<file path="config.mk">
export PLATFORM = sky130hd
export DESIGN_NAME = table_driven_token_lexer_top
export DESIGN_NICKNAME = d
export VERILOG_FILES = /design/src/sv/tdl_pkg.sv /design/src/sv/tdl_lex_core.sv /design/src/sv/tdl_out_queue.sv /design/src/sv/table_driven_token_lexer_top.sv
export VERILOG_INCLUDE_DIRS = /design/src /design/src/sv
export SDC_FILE = /design/constraint.sdc
export NUM_CORES = 1
export LEC_CHECK = 0
export BUFFER_PORTS_ARGS = -buffer_cell sky130_fd_sc_hd__buf_2
export CAP_MARGIN = 20
export CORE_MARGIN = 1.5
export CORE_UTILIZATION = 62
export CTS_CLUSTER_SIZE = 16
export DETAILED_ROUTE_END_ITERATION = 8
export GPL_ROUTABILITY_DRIVEN = 0
export GPL_TIMING_DRIVEN = 0
export PLACE_DENSITY = 0.8
export SLEW_MARGIN = 20
export SYNTH_ARGS = -nofsm -noshare
export SYNTH_HDL_FRONTEND = slang
export SYNTH_SLANG_ARGS = --single-unit
</file>
<file path="constraint.sdc">
create_clock -name aclk -period 5.2 [get_ports aclk]
set_input_delay 0.52 -clock aclk [delete_from_list [all_inputs] [get_ports aclk]]
set_output_delay 0.52 -clock aclk [all_outputs]
set_load 0.02 [all_outputs]
</file>
<file path="src/sv/table_driven_token_lexer_top_macros.svh">
// Assertion helpers used by the lexer output queue.
`ifndef TABLE_DRIVEN_TOKEN_LEXER_TOP_MACROS_SVH
`define TABLE_DRIVEN_TOKEN_LEXER_TOP_MACROS_SVH

// same-cycle implication
`define TDL_ASSERT_IMP(label, clk, rstn, ante, cons) \
    label: assert property (@(posedge clk) disable iff (!rstn) (ante) |-> (cons)) \
        else $error("tdl assertion failed");

// next-cycle implication
`define TDL_ASSERT_NXT(label, clk, rstn, ante, cons) \
    label: assert property (@(posedge clk) disable iff (!rstn) (ante) |=> (cons)) \
        else $error("tdl assertion failed");

`endif

</file>
<file path="src/sv/tdl_pkg.sv">
`timescale 1ns / 1ps

package tdl_pkg;

    localparam int MANTISSA_BITS = 48;
    localparam int LENGTH_BITS   = 16;
    localparam int CP_W          = 21;
    localparam int KIND_W        = 5;
    localparam int FRAC_W        = 5;

    localparam int S_TDATA_W = ((CP_W + 7) / 8) * 8;
    localparam int M_DATA_W  = CP_W + MANTISSA_BITS + FRAC_W + 1 + LENGTH_BITS;
    localparam int M_TDATA_W = ((M_DATA_W + 7) / 8) * 8;

    localparam int Q_DEPTH = 4;
    localparam int Q_PTR_W = $clog2(Q_DEPTH);

    // result kinds
    localparam logic [KIND_W-1:0] K_ERROR   = 5'd0;
    localparam logic [KIND_W-1:0] K_EOF     = 5'd1;
    localparam logic [KIND_W-1:0] K_PLUS    = 5'd2;
    localparam logic [KIND_W-1:0] K_COLON   = 5'd3;
    localparam logic [KIND_W-1:0] K_COMMA   = 5'd4;
    localparam logic [KIND_W-1:0] K_MINUS   = 5'd5;
    localparam logic [KIND_W-1:0] K_PERCENT = 5'd6;
    localparam logic [KIND_W-1:0] K_STAR    = 5'd7;
    localparam logic [KIND_W-1:0] K_BAR     = 5'd8;
    localparam logic [KIND_W-1:0] K_QUERY   = 5'd9;
    localparam logic [KIND_W-1:0] K_SEMI    = 5'd10;
    localparam logic [KIND_W-1:0] K_DCOLON  = 5'd11;
    localparam logic [KIND_W-1:0] K_LBRACK  = 5'd12;
    localparam logic [KIND_W-1:0] K_RBRACK  = 5'd13;
    localparam logic [KIND_W-1:0] K_LPAREN  = 5'd14;
    localparam logic [KIND_W-1:0] K_RPAREN  = 5'd15;
    localparam logic [KIND_W-1:0] K_OPTIONS = 5'd16;
    localparam logic [KIND_W-1:0] K_REJECT  = 5'd17;
    localparam logic [KIND_W-1:0] K_NUMBER  = 5'd18;
    localparam logic [KIND_W-1:0] K_CHAR    = 5'd19;
    localparam logic [KIND_W-1:0] K_STRCHAR = 5'd20;
    localparam logic [KIND_W-1:0] K_STREND  = 5'd21;

    typedef struct packed {
        logic [KIND_W-1:0]        kind;
        logic [CP_W-1:0]          char_value;
        logic [MANTISSA_BITS-1:0] mantissa;
        logic [FRAC_W-1:0]        fraction_digits;
        logic                     number_overflow;
        logic [LENGTH_BITS-1:0]   string_length;
        logic                     last;
    } result_t;

    // up to two results from one character, r0 first
    typedef struct packed {
        logic    v0;
        logic    v1;
        result_t r0;
        result_t r1;
    } push_t;

endpackage

</file>
<file path="src/sv/tdl_lex_core.sv">
`timescale 1ns / 1ps

module tdl_lex_core (
    input  logic                      aclk,
    input  logic                      aresetn,
    input  logic                      adv,
    input  logic [tdl_pkg::CP_W-1:0]  cp,
    output tdl_pkg::push_t            push
);

    localparam int STATE_W = 6;
    localparam int MB      = tdl_pkg::MANTISSA_BITS;
    localparam int LB      = tdl_pkg::LENGTH_BITS;
    localparam int CW      = tdl_pkg::CP_W;
    localparam int FW      = tdl_pkg::FRAC_W;
    localparam int WIDE_W  = MB + 4;

    localparam logic [STATE_W-1:0] ST_START    = 6'd0;
    localparam logic [STATE_W-1:0] ST_COMMENT  = 6'd1;
    localparam logic [STATE_W-1:0] ST_SYM_LO   = 6'd2;
    localparam logic [STATE_W-1:0] ST_SYM_HI   = 6'd15;
    localparam logic [STATE_W-1:0] ST_KW_O     = 6'd16;
    localparam logic [STATE_W-1:0] ST_KW_R     = 6'd23;
    localparam logic [STATE_W-1:0] ST_NUM      = 6'd29;
    localparam logic [STATE_W-1:0] ST_FRAC     = 6'd30;
    localparam logic [STATE_W-1:0] ST_CH_OPEN  = 6'd31;
    localparam logic [STATE_W-1:0] ST_CH_ESC   = 6'd32;
    localparam logic [STATE_W-1:0] ST_CH_HELD  = 6'd33;
    localparam logic [STATE_W-1:0] ST_CH_DONE  = 6'd34;
    localparam logic [STATE_W-1:0] ST_STR      = 6'd35;
    localparam logic [STATE_W-1:0] ST_STR_ESC  = 6'd36;
    localparam logic [STATE_W-1:0] ST_STR_DONE = 6'd37;

    localparam logic [2:0] KW_O_LEN = 3'd6;
    localparam logic [2:0] KW_R_LEN = 3'd5;

    localparam logic [6:0] CH_TAB    = 7'h09;
    localparam logic [6:0] CH_LF     = 7'h0A;
    localparam logic [6:0] CH_CR     = 7'h0D;
    localparam logic [6:0] CH_SPACE  = 7'h20;
    localparam logic [6:0] CH_DQUOTE = 7'h22;
    localparam logic [6:0] CH_HASH   = 7'h23;
    localparam logic [6:0] CH_QUOTE  = 7'h27;
    localparam logic [6:0] CH_DOT    = 7'h2E;
    localparam logic [6:0] CH_ZERO   = 7'h30;
    localparam logic [6:0] CH_NINE   = 7'h39;
    localparam logic [6:0] CH_COLON  = 7'h3A;
    localparam logic [6:0] CH_BSLASH = 7'h5C;
    localparam logic [6:0] CH_LOW_O  = 7'h6F;
    localparam logic [6:0] CH_LOW_R  = 7'h72;

    localparam logic [MB-1:0] MANT_MAX = {MB{1'b1}};
    localparam logic [LB-1:0] LEN_MAX  = {LB{1'b1}};
    localparam logic [FW-1:0] FRAC_MAX = {FW{1'b1}};

    function automatic logic [tdl_pkg::KIND_W-1:0] symbol_kind(input logic [6:0] c);
        logic [tdl_pkg::KIND_W-1:0] k;
        k = tdl_pkg::K_ERROR;
        unique case (c)
            7'h2B:   k = tdl_pkg::K_PLUS;
            7'h3A:   k = tdl_pkg::K_COLON;
            7'h2C:   k = tdl_pkg::K_COMMA;
            7'h2D:   k = tdl_pkg::K_MINUS;
            7'h25:   k = tdl_pkg::K_PERCENT;
            7'h2A:   k = tdl_pkg::K_STAR;
            7'h7C:   k = tdl_pkg::K_BAR;
            7'h3F:   k = tdl_pkg::K_QUERY;
            7'h3B:   k = tdl_pkg::K_SEMI;
            7'h5B:   k = tdl_pkg::K_LBRACK;
            7'h5D:   k = tdl_pkg::K_RBRACK;
            7'h28:   k = tdl_pkg::K_LPAREN;
            7'h29:   k = tdl_pkg::K_RPAREN;
            default: k = tdl_pkg::K_ERROR;
        endcase
        return k;
    endfunction

    // remaining letters of "options" after the 'o'
    function automatic logic [6:0] options_char(input logic [2:0] i);
        logic [6:0] ch;
        unique case (i)
            3'd0:    ch = 7'h70;
            3'd1:    ch = 7'h74;
            3'd2:    ch = 7'h69;
            3'd3:    ch = 7'h6F;
            3'd4:    ch = 7'h6E;
            3'd5:    ch = 7'h73;
            default: ch = 7'h00;
        endcase
        return ch;
    endfunction

    // remaining letters of "reject" after the 'r'
    function automatic logic [6:0] reject_char(input logic [2:0] i);
        logic [6:0] ch;
        unique case (i)
            3'd0:    ch = 7'h65;
            3'd1:    ch = 7'h6A;
            3'd2:    ch = 7'h65;
            3'd3:    ch = 7'h63;
            3'd4:    ch = 7'h74;
            default: ch = 7'h00;
        endcase
        return ch;
    endfunction

    logic [STATE_W-1:0] st_reg,   st_next;
    logic [MB-1:0]      acc_reg,  acc_next;
    logic [FW-1:0]      frac_reg, frac_next;
    logic               ovf_reg,  ovf_next;
    logic [CW-1:0]      held_reg, held_next;
    logic [LB-1:0]      scnt_reg, scnt_next;

    // column: anything above 127 never matches an ASCII character
    logic       hi;
    logic [6:0] lo;
    logic       is_nul, is_digit, is_dot, is_bslash, is_dquote, is_quote, is_lf;
    logic [3:0] digit;
    logic [WIDE_W-1:0] wide;
    logic       mant_ovf;
    logic       esc_v;
    logic [CW-1:0] esc_val;
    logic [2:0] kwo_i, kwr_i;
    logic [STATE_W-1:0] kwo_off, kwr_off;

    assign hi        = |cp[CW-1:7];
    assign lo        = cp[6:0];
    assign is_nul    = !hi && lo == 7'h00;
    assign is_digit  = !hi && lo >= CH_ZERO && lo <= CH_NINE;
    assign is_dot    = !hi && lo == CH_DOT;
    assign is_bslash = !hi && lo == CH_BSLASH;
    assign is_dquote = !hi && lo == CH_DQUOTE;
    assign is_quote  = !hi && lo == CH_QUOTE;
    assign is_lf     = !hi && lo == CH_LF;
    assign digit     = lo[3:0];

    // acc*10 + d, carried with four extra bits; any carry out means overflow (the integer part saturates)
    assign wide     = ({4'b0000, acc_reg} << 3) + ({4'b0000, acc_reg} << 1)
                    + WIDE_W'(digit);
    assign mant_ovf = |wide[WIDE_W-1:MB];

    assign kwo_off = st_reg - ST_KW_O;
    assign kwr_off = st_reg - ST_KW_R;
    assign kwo_i   = kwo_off[2:0];
    assign kwr_i   = kwr_off[2:0];

    always_comb begin
        esc_v   = !hi;
        esc_val = '0;
        unique case (lo)
            CH_BSLASH: esc_val = CW'(CH_BSLASH);
            CH_DQUOTE: esc_val = CW'(CH_DQUOTE);
            7'h72:     esc_val = CW'(CH_CR);
            7'h74:     esc_val = CW'(CH_TAB);
            7'h6E:     esc_val = CW'(CH_LF);
            CH_ZERO:   esc_val = '0;
            default:   esc_v   = 1'b0;
        endcase
    end

    tdl_pkg::result_t tok, tok2;
    logic    tok_v, tok2_v, do_start;
    logic [tdl_pkg::KIND_W-1:0] sk;

    always_comb begin
        st_next   = st_reg;
        acc_next  = acc_reg;
        frac_next = frac_reg;
        ovf_next  = ovf_reg;
        held_next = held_reg;
        scnt_next = scnt_reg;
        tok       = '0;
        tok2      = '0;
        tok_v     = 1'b0;
        tok2_v    = 1'b0;
        do_start  = 1'b0;
        sk        = symbol_kind(lo);

        priority if (st_reg >= ST_SYM_LO && st_reg <= ST_SYM_HI) begin
            if (st_reg == STATE_W'(tdl_pkg::K_COLON) && !hi && lo == CH_COLON) begin
                st_next = STATE_W'(tdl_pkg::K_DCOLON);
            end else begin
                tok_v    = 1'b1;
                tok.kind = st_reg[tdl_pkg::KIND_W-1:0];
                do_start = 1'b1;
            end
        end else if (st_reg == ST_COMMENT) begin
            if (is_nul) begin
                st_next  = ST_START;
                tok_v    = 1'b1;
                tok.kind = tdl_pkg::K_EOF;
            end else if (is_lf) begin
                st_next = ST_START;
            end
        end else if (st_reg >= ST_KW_O && st_reg < ST_KW_R) begin
            if (kwo_i == KW_O_LEN) begin
                tok_v    = 1'b1;
                tok.kind = tdl_pkg::K_OPTIONS;
                do_start = 1'b1;
            end else if (!hi && lo == options_char(kwo_i)) begin
                st_next = st_reg + 1'b1;
            end else begin
                st_next  = ST_START;
                tok_v    = 1'b1;
                tok.kind = tdl_pkg::K_ERROR;
            end
        end else if (st_reg >= ST_KW_R && st_reg < ST_NUM) begin
            if (kwr_i == KW_R_LEN) begin
                tok_v    = 1'b1;
                tok.kind = tdl_pkg::K_REJECT;
                do_start = 1'b1;
            end else if (!hi && lo == reject_char(kwr_i)) begin
                st_next = st_reg + 1'b1;
            end else begin
                st_next  = ST_START;
                tok_v    = 1'b1;
                tok.kind = tdl_pkg::K_ERROR;
            end
        end else if (st_reg == ST_NUM || st_reg == ST_FRAC) begin
            if (is_digit) begin
                if (st_reg == ST_FRAC && frac_reg == FRAC_MAX) begin
                    ovf_next = 1'b1;
                end else if (mant_ovf) begin
                    ovf_next = 1'b1;
                    if (st_reg == ST_NUM) begin
                        acc_next = MANT_MAX;
                    end
                end else begin
                    acc_next = wide[MB-1:0];
                    if (st_reg == ST_FRAC) begin
                        frac_next = frac_reg + 1'b1;
                    end
                end
            end else if (st_reg == ST_NUM && is_dot) begin
                st_next = ST_FRAC;
            end else begin
                tok_v               = 1'b1;
                tok.kind            = tdl_pkg::K_NUMBER;
                tok.mantissa        = acc_reg;
                tok.fraction_digits = frac_reg;
                tok.number_overflow = ovf_reg;
                do_start            = 1'b1;
            end
        end else if (st_reg == ST_CH_OPEN) begin
            if (is_nul) begin
                st_next  = ST_START;
                tok_v    = 1'b1;
                tok.kind = tdl_pkg::K_ERROR;
            end else if (is_bslash) begin
                st_next = ST_CH_ESC;
            end else begin
                held_next = cp;
                st_next   = ST_CH_HELD;
            end
        end else if (st_reg == ST_CH_ESC) begin
            if (!esc_v) begin
                st_next  = ST_START;
                tok_v    = 1'b1;
                tok.kind = tdl_pkg::K_ERROR;
            end else begin
                held_next = esc_val;
                st_next   = ST_CH_HELD;
            end
        end else if (st_reg == ST_CH_HELD) begin
            if (is_quote) begin
                st_next = ST_CH_DONE;
            end else begin
                st_next  = ST_START;
                tok_v    = 1'b1;
                tok.kind = tdl_pkg::K_ERROR;
            end
        end else if (st_reg == ST_CH_DONE) begin
            tok_v          = 1'b1;
            tok.kind       = tdl_pkg::K_CHAR;
            tok.char_value = held_reg;
            do_start       = 1'b1;
        end else if (st_reg == ST_STR || st_reg == ST_STR_ESC) begin
            if (st_reg == ST_STR && is_nul) begin
                st_next  = ST_START;
                tok_v    = 1'b1;
                tok.kind = tdl_pkg::K_ERROR;
            end else if (st_reg == ST_STR && is_bslash) begin
                st_next = ST_STR_ESC;
            end else if (st_reg == ST_STR && is_dquote) begin
                st_next = ST_STR_DONE;
            end else if (st_reg == ST_STR_ESC && !esc_v) begin
                st_next  = ST_START;
                tok_v    = 1'b1;
                tok.kind = tdl_pkg::K_ERROR;
            end else begin
                st_next        = ST_STR;
                tok_v          = 1'b1;
                tok.kind       = tdl_pkg::K_STRCHAR;
                tok.char_value = (st_reg == ST_STR) ? cp : esc_val;
                if (scnt_reg != LEN_MAX) begin
                    scnt_next = scnt_reg + 1'b1;
                end
            end
        end else if (st_reg == ST_STR_DONE) begin
            tok_v             = 1'b1;
            tok.kind          = tdl_pkg::K_STREND;
            tok.string_length = scnt_reg;
            do_start          = 1'b1;
        end else begin
            // start, and any code that is never entered
            do_start = 1'b1;
        end

        // the ending character is re-run from the start state
        if (do_start) begin
            st_next = ST_START;
            priority if (is_nul) begin
                tok2_v    = 1'b1;
                tok2.kind = tdl_pkg::K_EOF;
            end else if (!hi && (lo == CH_SPACE || lo == CH_TAB || lo == CH_CR
                                 || lo == CH_LF)) begin
                st_next = ST_START;
            end else if (!hi && lo == CH_HASH) begin
                st_next = ST_COMMENT;
            end else if (!hi && sk != tdl_pkg::K_ERROR) begin
                st_next = STATE_W'(sk);
            end else if (!hi && lo == CH_LOW_O) begin
                st_next = ST_KW_O;
            end else if (!hi && lo == CH_LOW_R) begin
                st_next = ST_KW_R;
            end else if (is_digit) begin
                acc_next  = MB'(digit);
                frac_next = '0;
                ovf_next  = 1'b0;
                st_next   = ST_NUM;
            end else if (is_quote) begin
                held_next = '0;
                st_next   = ST_CH_OPEN;
            end else if (is_dquote) begin
                scnt_next = '0;
                st_next   = ST_STR;
            end else begin
                tok2_v    = 1'b1;
                tok2.kind = tdl_pkg::K_ERROR;
            end
        end
    end

    always_comb begin
        push = '0;
        if (tok_v) begin
            push.v0      = adv;
            push.v1      = adv && tok2_v;
            push.r0      = tok;
            push.r0.last = !tok2_v;
            push.r1      = tok2;
            push.r1.last = 1'b1;
        end else begin
            push.v0      = adv && tok2_v;
            push.r0      = tok2;
            push.r0.last = 1'b1;
            push.r1      = tok2;
        end
    end

    always_ff @(posedge aclk) begin
        if (!aresetn) begin
            st_reg   <= ST_START;
            acc_reg  <= '0;
            frac_reg <= '0;
            ovf_reg  <= 1'b0;
            held_reg <= '0;
            scnt_reg <= '0;
        end else if (adv) begin
            st_reg   <= st_next;
            acc_reg  <= acc_next;
            frac_reg <= frac_next;
            ovf_reg  <= ovf_next;
            held_reg <= held_next;
            scnt_reg <= scnt_next;
        end
    end

endmodule

</file>
<file path="src/sv/tdl_out_queue.sv">
`timescale 1ns / 1ps
`include "table_driven_token_lexer_top_macros.svh"

module tdl_out_queue (
    input  logic             aclk,
    input  logic             aresetn,
    input  tdl_pkg::push_t   push,
    output logic             room,
    output logic             m_tvalid,
    input  logic             m_tready,
    output tdl_pkg::result_t m_out
);

    localparam int PW = tdl_pkg::Q_PTR_W;
    localparam int CW = PW + 1;

    tdl_pkg::result_t mem [tdl_pkg::Q_DEPTH];

    logic [PW-1:0] wr_reg, wr_next, rd_reg, rd_next, wr_inc;
    logic [CW-1:0] cnt_reg, cnt_next;
    logic [1:0]    n_push;
    logic          pop;

    assign pop      = m_tvalid && m_tready;
    assign n_push   = {1'b0, push.v0} + {1'b0, push.v1};
    assign wr_inc   = wr_reg + PW'(1);
    assign wr_next  = wr_reg + PW'(n_push);
    assign rd_next  = rd_reg + PW'(pop);
    assign cnt_next = cnt_reg + CW'(n_push) - CW'(pop);

    // two free slots needed, as one character may give two beats
    assign room     = cnt_reg <= CW'(tdl_pkg::Q_DEPTH - 2);
    assign m_tvalid = cnt_reg != '0;
    assign m_out    = mem[rd_reg];

    always_ff @(posedge aclk) begin
        if (push.v0) begin
            mem[wr_reg] <= push.r0;
        end
        if (push.v1) begin
            mem[wr_inc] <= push.r1;
        end
    end

    always_ff @(posedge aclk) begin
        if (!aresetn) begin
            wr_reg  <= '0;
            rd_reg  <= '0;
            cnt_reg <= '0;
        end else begin
            wr_reg  <= wr_next;
            rd_reg  <= rd_next;
            cnt_reg <= cnt_next;
        end
    end

    `TDL_ASSERT_IMP(a_cnt_bound, aclk, aresetn, 1'b1, cnt_reg <= CW'(tdl_pkg::Q_DEPTH))
    `TDL_ASSERT_IMP(a_push_room, aclk, aresetn, push.v0, cnt_reg <= CW'(tdl_pkg::Q_DEPTH - 2))
    `TDL_ASSERT_IMP(a_push_order, aclk, aresetn, push.v1, push.v0 && !push.r0.last)
    `TDL_ASSERT_IMP(a_last_single, aclk, aresetn, push.v0 && !push.v1, push.r0.last)
    `TDL_ASSERT_NXT(a_drain, aclk, aresetn, pop && !push.v0, cnt_reg == $past(cnt_reg) - 1'b1)

endmodule

</file>
<file path="src/sv/table_driven_token_lexer_top.sv">
`timescale 1ns / 1ps
// Channel  Dir  tdata                                  tuser  tlast
// s_       in   code_point                             -      -
// m_       out  char_value, mantissa, fraction_digits, kind   last
//               number_overflow, string_length
//
// One character a cycle while the queue has room: input register, then the
// transition logic (state compare, mantissa x10 plus digit) writes its zero,
// one or two beats into a four-entry output queue. The output drains one
// beat a cycle while m_tready is high, so characters that end one token and
// start a failing one or end the input (two beats) can fill the queue and
// stall the input. Reset clears the lexer to its start state and empties the
// queue; s_tready drops while a character waits in the input register and
// the queue holds more than two beats.

module table_driven_token_lexer_top (
    input  logic                             aclk,
    input  logic                             aresetn,
    input  logic                             s_tvalid,
    output logic                             s_tready,
    input  logic [tdl_pkg::S_TDATA_W-1:0]    s_tdata,   // code_point
    output logic                             m_tvalid,
    input  logic                             m_tready,
    // char_value, mantissa, fraction_digits, number_overflow, string_length
    output logic [tdl_pkg::M_TDATA_W-1:0]    m_tdata,
    output logic [tdl_pkg::KIND_W-1:0]       m_tuser,   // kind
    output logic                             m_tlast    // last
);

    logic                     in_valid_reg;
    logic [tdl_pkg::CP_W-1:0] in_cp_reg;
    logic                     room, adv;
    tdl_pkg::push_t           push;
    tdl_pkg::result_t         res;

    assign adv      = in_valid_reg && room;
    assign s_tready = !in_valid_reg || room;

    always_ff @(posedge aclk) begin
        if (!aresetn) begin
            in_valid_reg <= 1'b0;
        end else if (s_tready) begin
            in_valid_reg <= s_tvalid;
        end
    end

    always_ff @(posedge aclk) begin
        if (s_tready && s_tvalid) begin
            in_cp_reg <= s_tdata[tdl_pkg::CP_W-1:0];
        end
    end

    tdl_lex_core u_core (
        .aclk    (aclk),
        .aresetn (aresetn),
        .adv     (adv),
        .cp      (in_cp_reg),
        .push    (push)
    );

    tdl_out_queue u_queue (
        .aclk     (aclk),
        .aresetn  (aresetn),
        .push     (push),
        .room     (room),
        .m_tvalid (m_tvalid),
        .m_tready (m_tready),
        .m_out    (res)
    );

    assign m_tdata = tdl_pkg::M_TDATA_W'({res.string_length, res.number_overflow,
                                          res.fraction_digits, res.mantissa,
                                          res.char_value});
    assign m_tuser = res.kind;
    assign m_tlast = res.last;

endmodule
</file>
==> run summary <==
Reg2Reg Capture Point - u_core.acc_reg[17]$_SDFFE_PN0P_
Max Cap Viol - 0
I/O Pins - 132
Setup Skew - 0.0126 ns
Syn. warnings - 0
async set or reset register ratio after synthesis - 0%
NumNets Final - 3355
area delta synth->final - 12.4%
sw frac - 31.3%
CP startpoint kind - register
Vias - 25800
CORE AREA - 43000 um2
first-pass GRT wire length - 135000 um
max-slew violations - 0
setup ws final - 0.168 ns
pin slew with the least headroom to its limit - 1.03 ns
Reg2Reg Depth - 16
Root Driver - clkbuf_16
worst setup path class - reg -> reg
wire length per cell - 22.5 um
Post-Route Utilization - 70.3%
PortBufs - 123
ys flop type - dfxtp_1
Iteration-0 DRC Markers - 3169
Die Width - 211 um
fraction of layout cells with a size suffix above 1 - 14.9%
row count - 76
total gr overflow - 0
hold-critical path depth - 1
Largest register FFs - 388
Routed WL - 86600 um
htree depth - 2
Commonest cells post-synth - 485 x dfxtp_1, 378 x nor2_1, 361 x nand2_1
CTS max path bufs - 3
initial antenna violation count - 1
hold crit path type - in -> reg
vias per std cell - 6.72
HPWL Detailed - 60600 um
number of distinct library cells after synthesis - 104
Crit path arrival time - 5.54 ns
All-Layer GR Usage - 38.3%
Leak Pwr - 11.8 nW
Yosys top cell area share - 36.1%
final hold vios - 0
combinational power share - 20.8%
unrepaired setup endpoints after global routing - no
Syn Area/Cell - 8.88 um2
max_slew headroom - 31.2%
Seq/Total Area, Yosys - 39.3%
f_max - 199 MHz
Post-synth EDFFs - 29
CP Max Fanout - 10
Crit path required time - 5.71 ns
dpl ws - -0.424 ns
die area - 44700 um2
Die Span Y - 211 um
Setup TNS Final - 0 ns
Net Switching - 3.23 mW
flops & latches, synth - 514
P per Cell Area - 342 nW/um2
Worst Hold Endpoint - in_cp_reg[5]$_DFFE_PP_
Synth area leader - dfxtp_1
total clock sinks - 514
Syn Inst Count - 3029
min Tclk post-route - 5.03 ns
Final Power - 10.3 mW
mapped cell area - 26900 um2
Sequential Power Share - 39.9%
1st-pass router iterations - 9
largest net degree at the start of global routing - 22
Clock power frac - 39.3%
Reg2Reg Launch Point - in_cp_reg[3]$_DFFE_PP_
Final Cycle Share - 96.8%
diode count - 0
DRC Markers - 0
TritonCTS buffer count - 53
count of antenna-violating nets left after detailed routing - 0
P_int - 7.11 mW
vias in the first global route - 25300
flop2flop setup slack - 0.17 ns
most frequent cell after synthesis - dfxtp_1
worst skew pair latency - 0.63 ns
Synth area leaders - dfxtp_1 36%, mux4_2 8.1%, a22oi_1 7.1%, nor2_1 5.3%, ha_1 5.2%
Starting Density - 62.6%
CTS clk-pin slew, worst paths - 0.06 ns
CP endpoint kind - register
hold path start - s_tdata[5]
VDD IR max - 287 uV
CTS tree - yes
status - finished, final reports clean
CTS Hold Buffers Added - 0
setup violators final - 0
==> critical path, stage by stage (launching register included) <==
cell and delay (ns):
edfxtp_1 0.49, clkbuf_4 0.29, clkinv_2 0.19, fa_1 0.62, inv_1 0.05, ha_1 0.26, a21o_1 0.19, and4_2 0.27
o2111ai_4 0.25, nand4_2 0.21, or4_4 0.49, a31o_1 0.28, a21oi_2 0.20, nor4b_4 0.34, o21bai_4 0.23, buf_6 0.20
a221o_1 0.35
==> worst max-delay path by stage <==
stage,start,end,slack (ns)
6_report,in_cp_reg[3]$_DFFE_PP_,u_core.acc_reg[17]$_SDFFE_PN0P_,0.17
5_1_grt,in_cp_reg[3]$_DFFE_PP_,u_core.acc_reg[38]$_SDFFE_PN0P_,0.006
4_1_cts,in_cp_reg[3]$_DFFE_PP_,u_core.acc_reg[47]$_SDFFE_PN0P_,0.07
3_5_place_dp,in_cp_reg[3]$_DFFE_PP_,u_core.acc_reg[42]$_SDFFE_PN0P_,-0.42
3_3_place_gp,in_cp_reg[3]$_DFFE_PP_,u_core.acc_reg[41]$_SDFFE_PN0P_,-0.36
2_1_floorplan,in_cp_reg[3]$_DFFE_PP_,u_core.acc_reg[35]$_SDFFE_PN0P_,0.59
==> cell families (layout without fill, tap and decap cells) <==
group,after synthesis,after routing,share of synthesized area [%]
DFF,514,514,39.3
muxes,104,104,8.40
adders and majority gates,117,117,5.51
other,1,5,0.0139
AOI/OAI and AO/OA,836,836,21.2
and+or+nand+nor,1084,1084,18.3
xor gates and xnor gates,67,67,2.18
buffers and inverters,306,528,5.17
==> cells in the final DEF (no fill, tap or decap), types with 19 or more instances in the layout <==
master,count
a211oi_1,21
a21oi_1,237
a221o_1,29
a22oi_1,254
and2_1,24
and3_1,21
buf_1,19
buf_2,192
clkbuf_1,147
clkbuf_16,54
dfxtp_1,485
edfxtp_1,29
ha_1,112
inv_1,41
mux4_2,97
nand2_1,361
nand3_1,101
nand4_1,31
nor2_1,376
nor2b_1,31
nor3_1,39
o21ai_0,95
xnor2_1,28
xor2_1,38
==> cell type report <==
cell class,count,area (um2)
buffer,263,1240
clock buffer,73,1550
clock inverter,25,318
fill,3340,12800
inverter,42,159
multi-input combinational,2213,15000
sequential,514,10600
tap,585,732
timing repair buffer,125,634
==> metal layers <==
layer / global-route usage, % / vias up / wire [um]
met1: 46.9 / 12400 / 32100
li1: - / 11500 / -
met2: 62.8 / 1620 / 40200
met4: 22.1 / 2 / 5230
met5: 0 / - / 13
met3: 7.89 / 375 / 9090
==> stage by stage <==
step,hold WS (ns),instance area [um2],cells
2_1_floorplan,0.429,26900,3033
3_3_place_gp,0.435,28300,3741
3_5_place_dp,0.440,28300,3742
4_1_cts,0.0630,30200,3841
5_1_grt,0.0786,30200,3840
6_report,0.0727,30200,3840
==> what timing repair did <==
action / in CTS / in global routing
resized for setup: 6 / 11
setup endpoints to repair: 49 / 82
buffers inserted: 1 / 0
==> power groups by stage <==
stage | clock network [mW] | registers (mW) | logic, mW
after detailed placement | 0 | 4.21 | 2.05
after floorplan | 0 | 4.19 | 1.43
after global routing | 4.23 | 4.14 | 2.26
final | 4.06 | 4.13 | 2.15
after global placement | 0 | 4.21 | 2.01
after CTS | 4.07 | 4.12 | 2.06
Power figures use the tool's default switching activity.
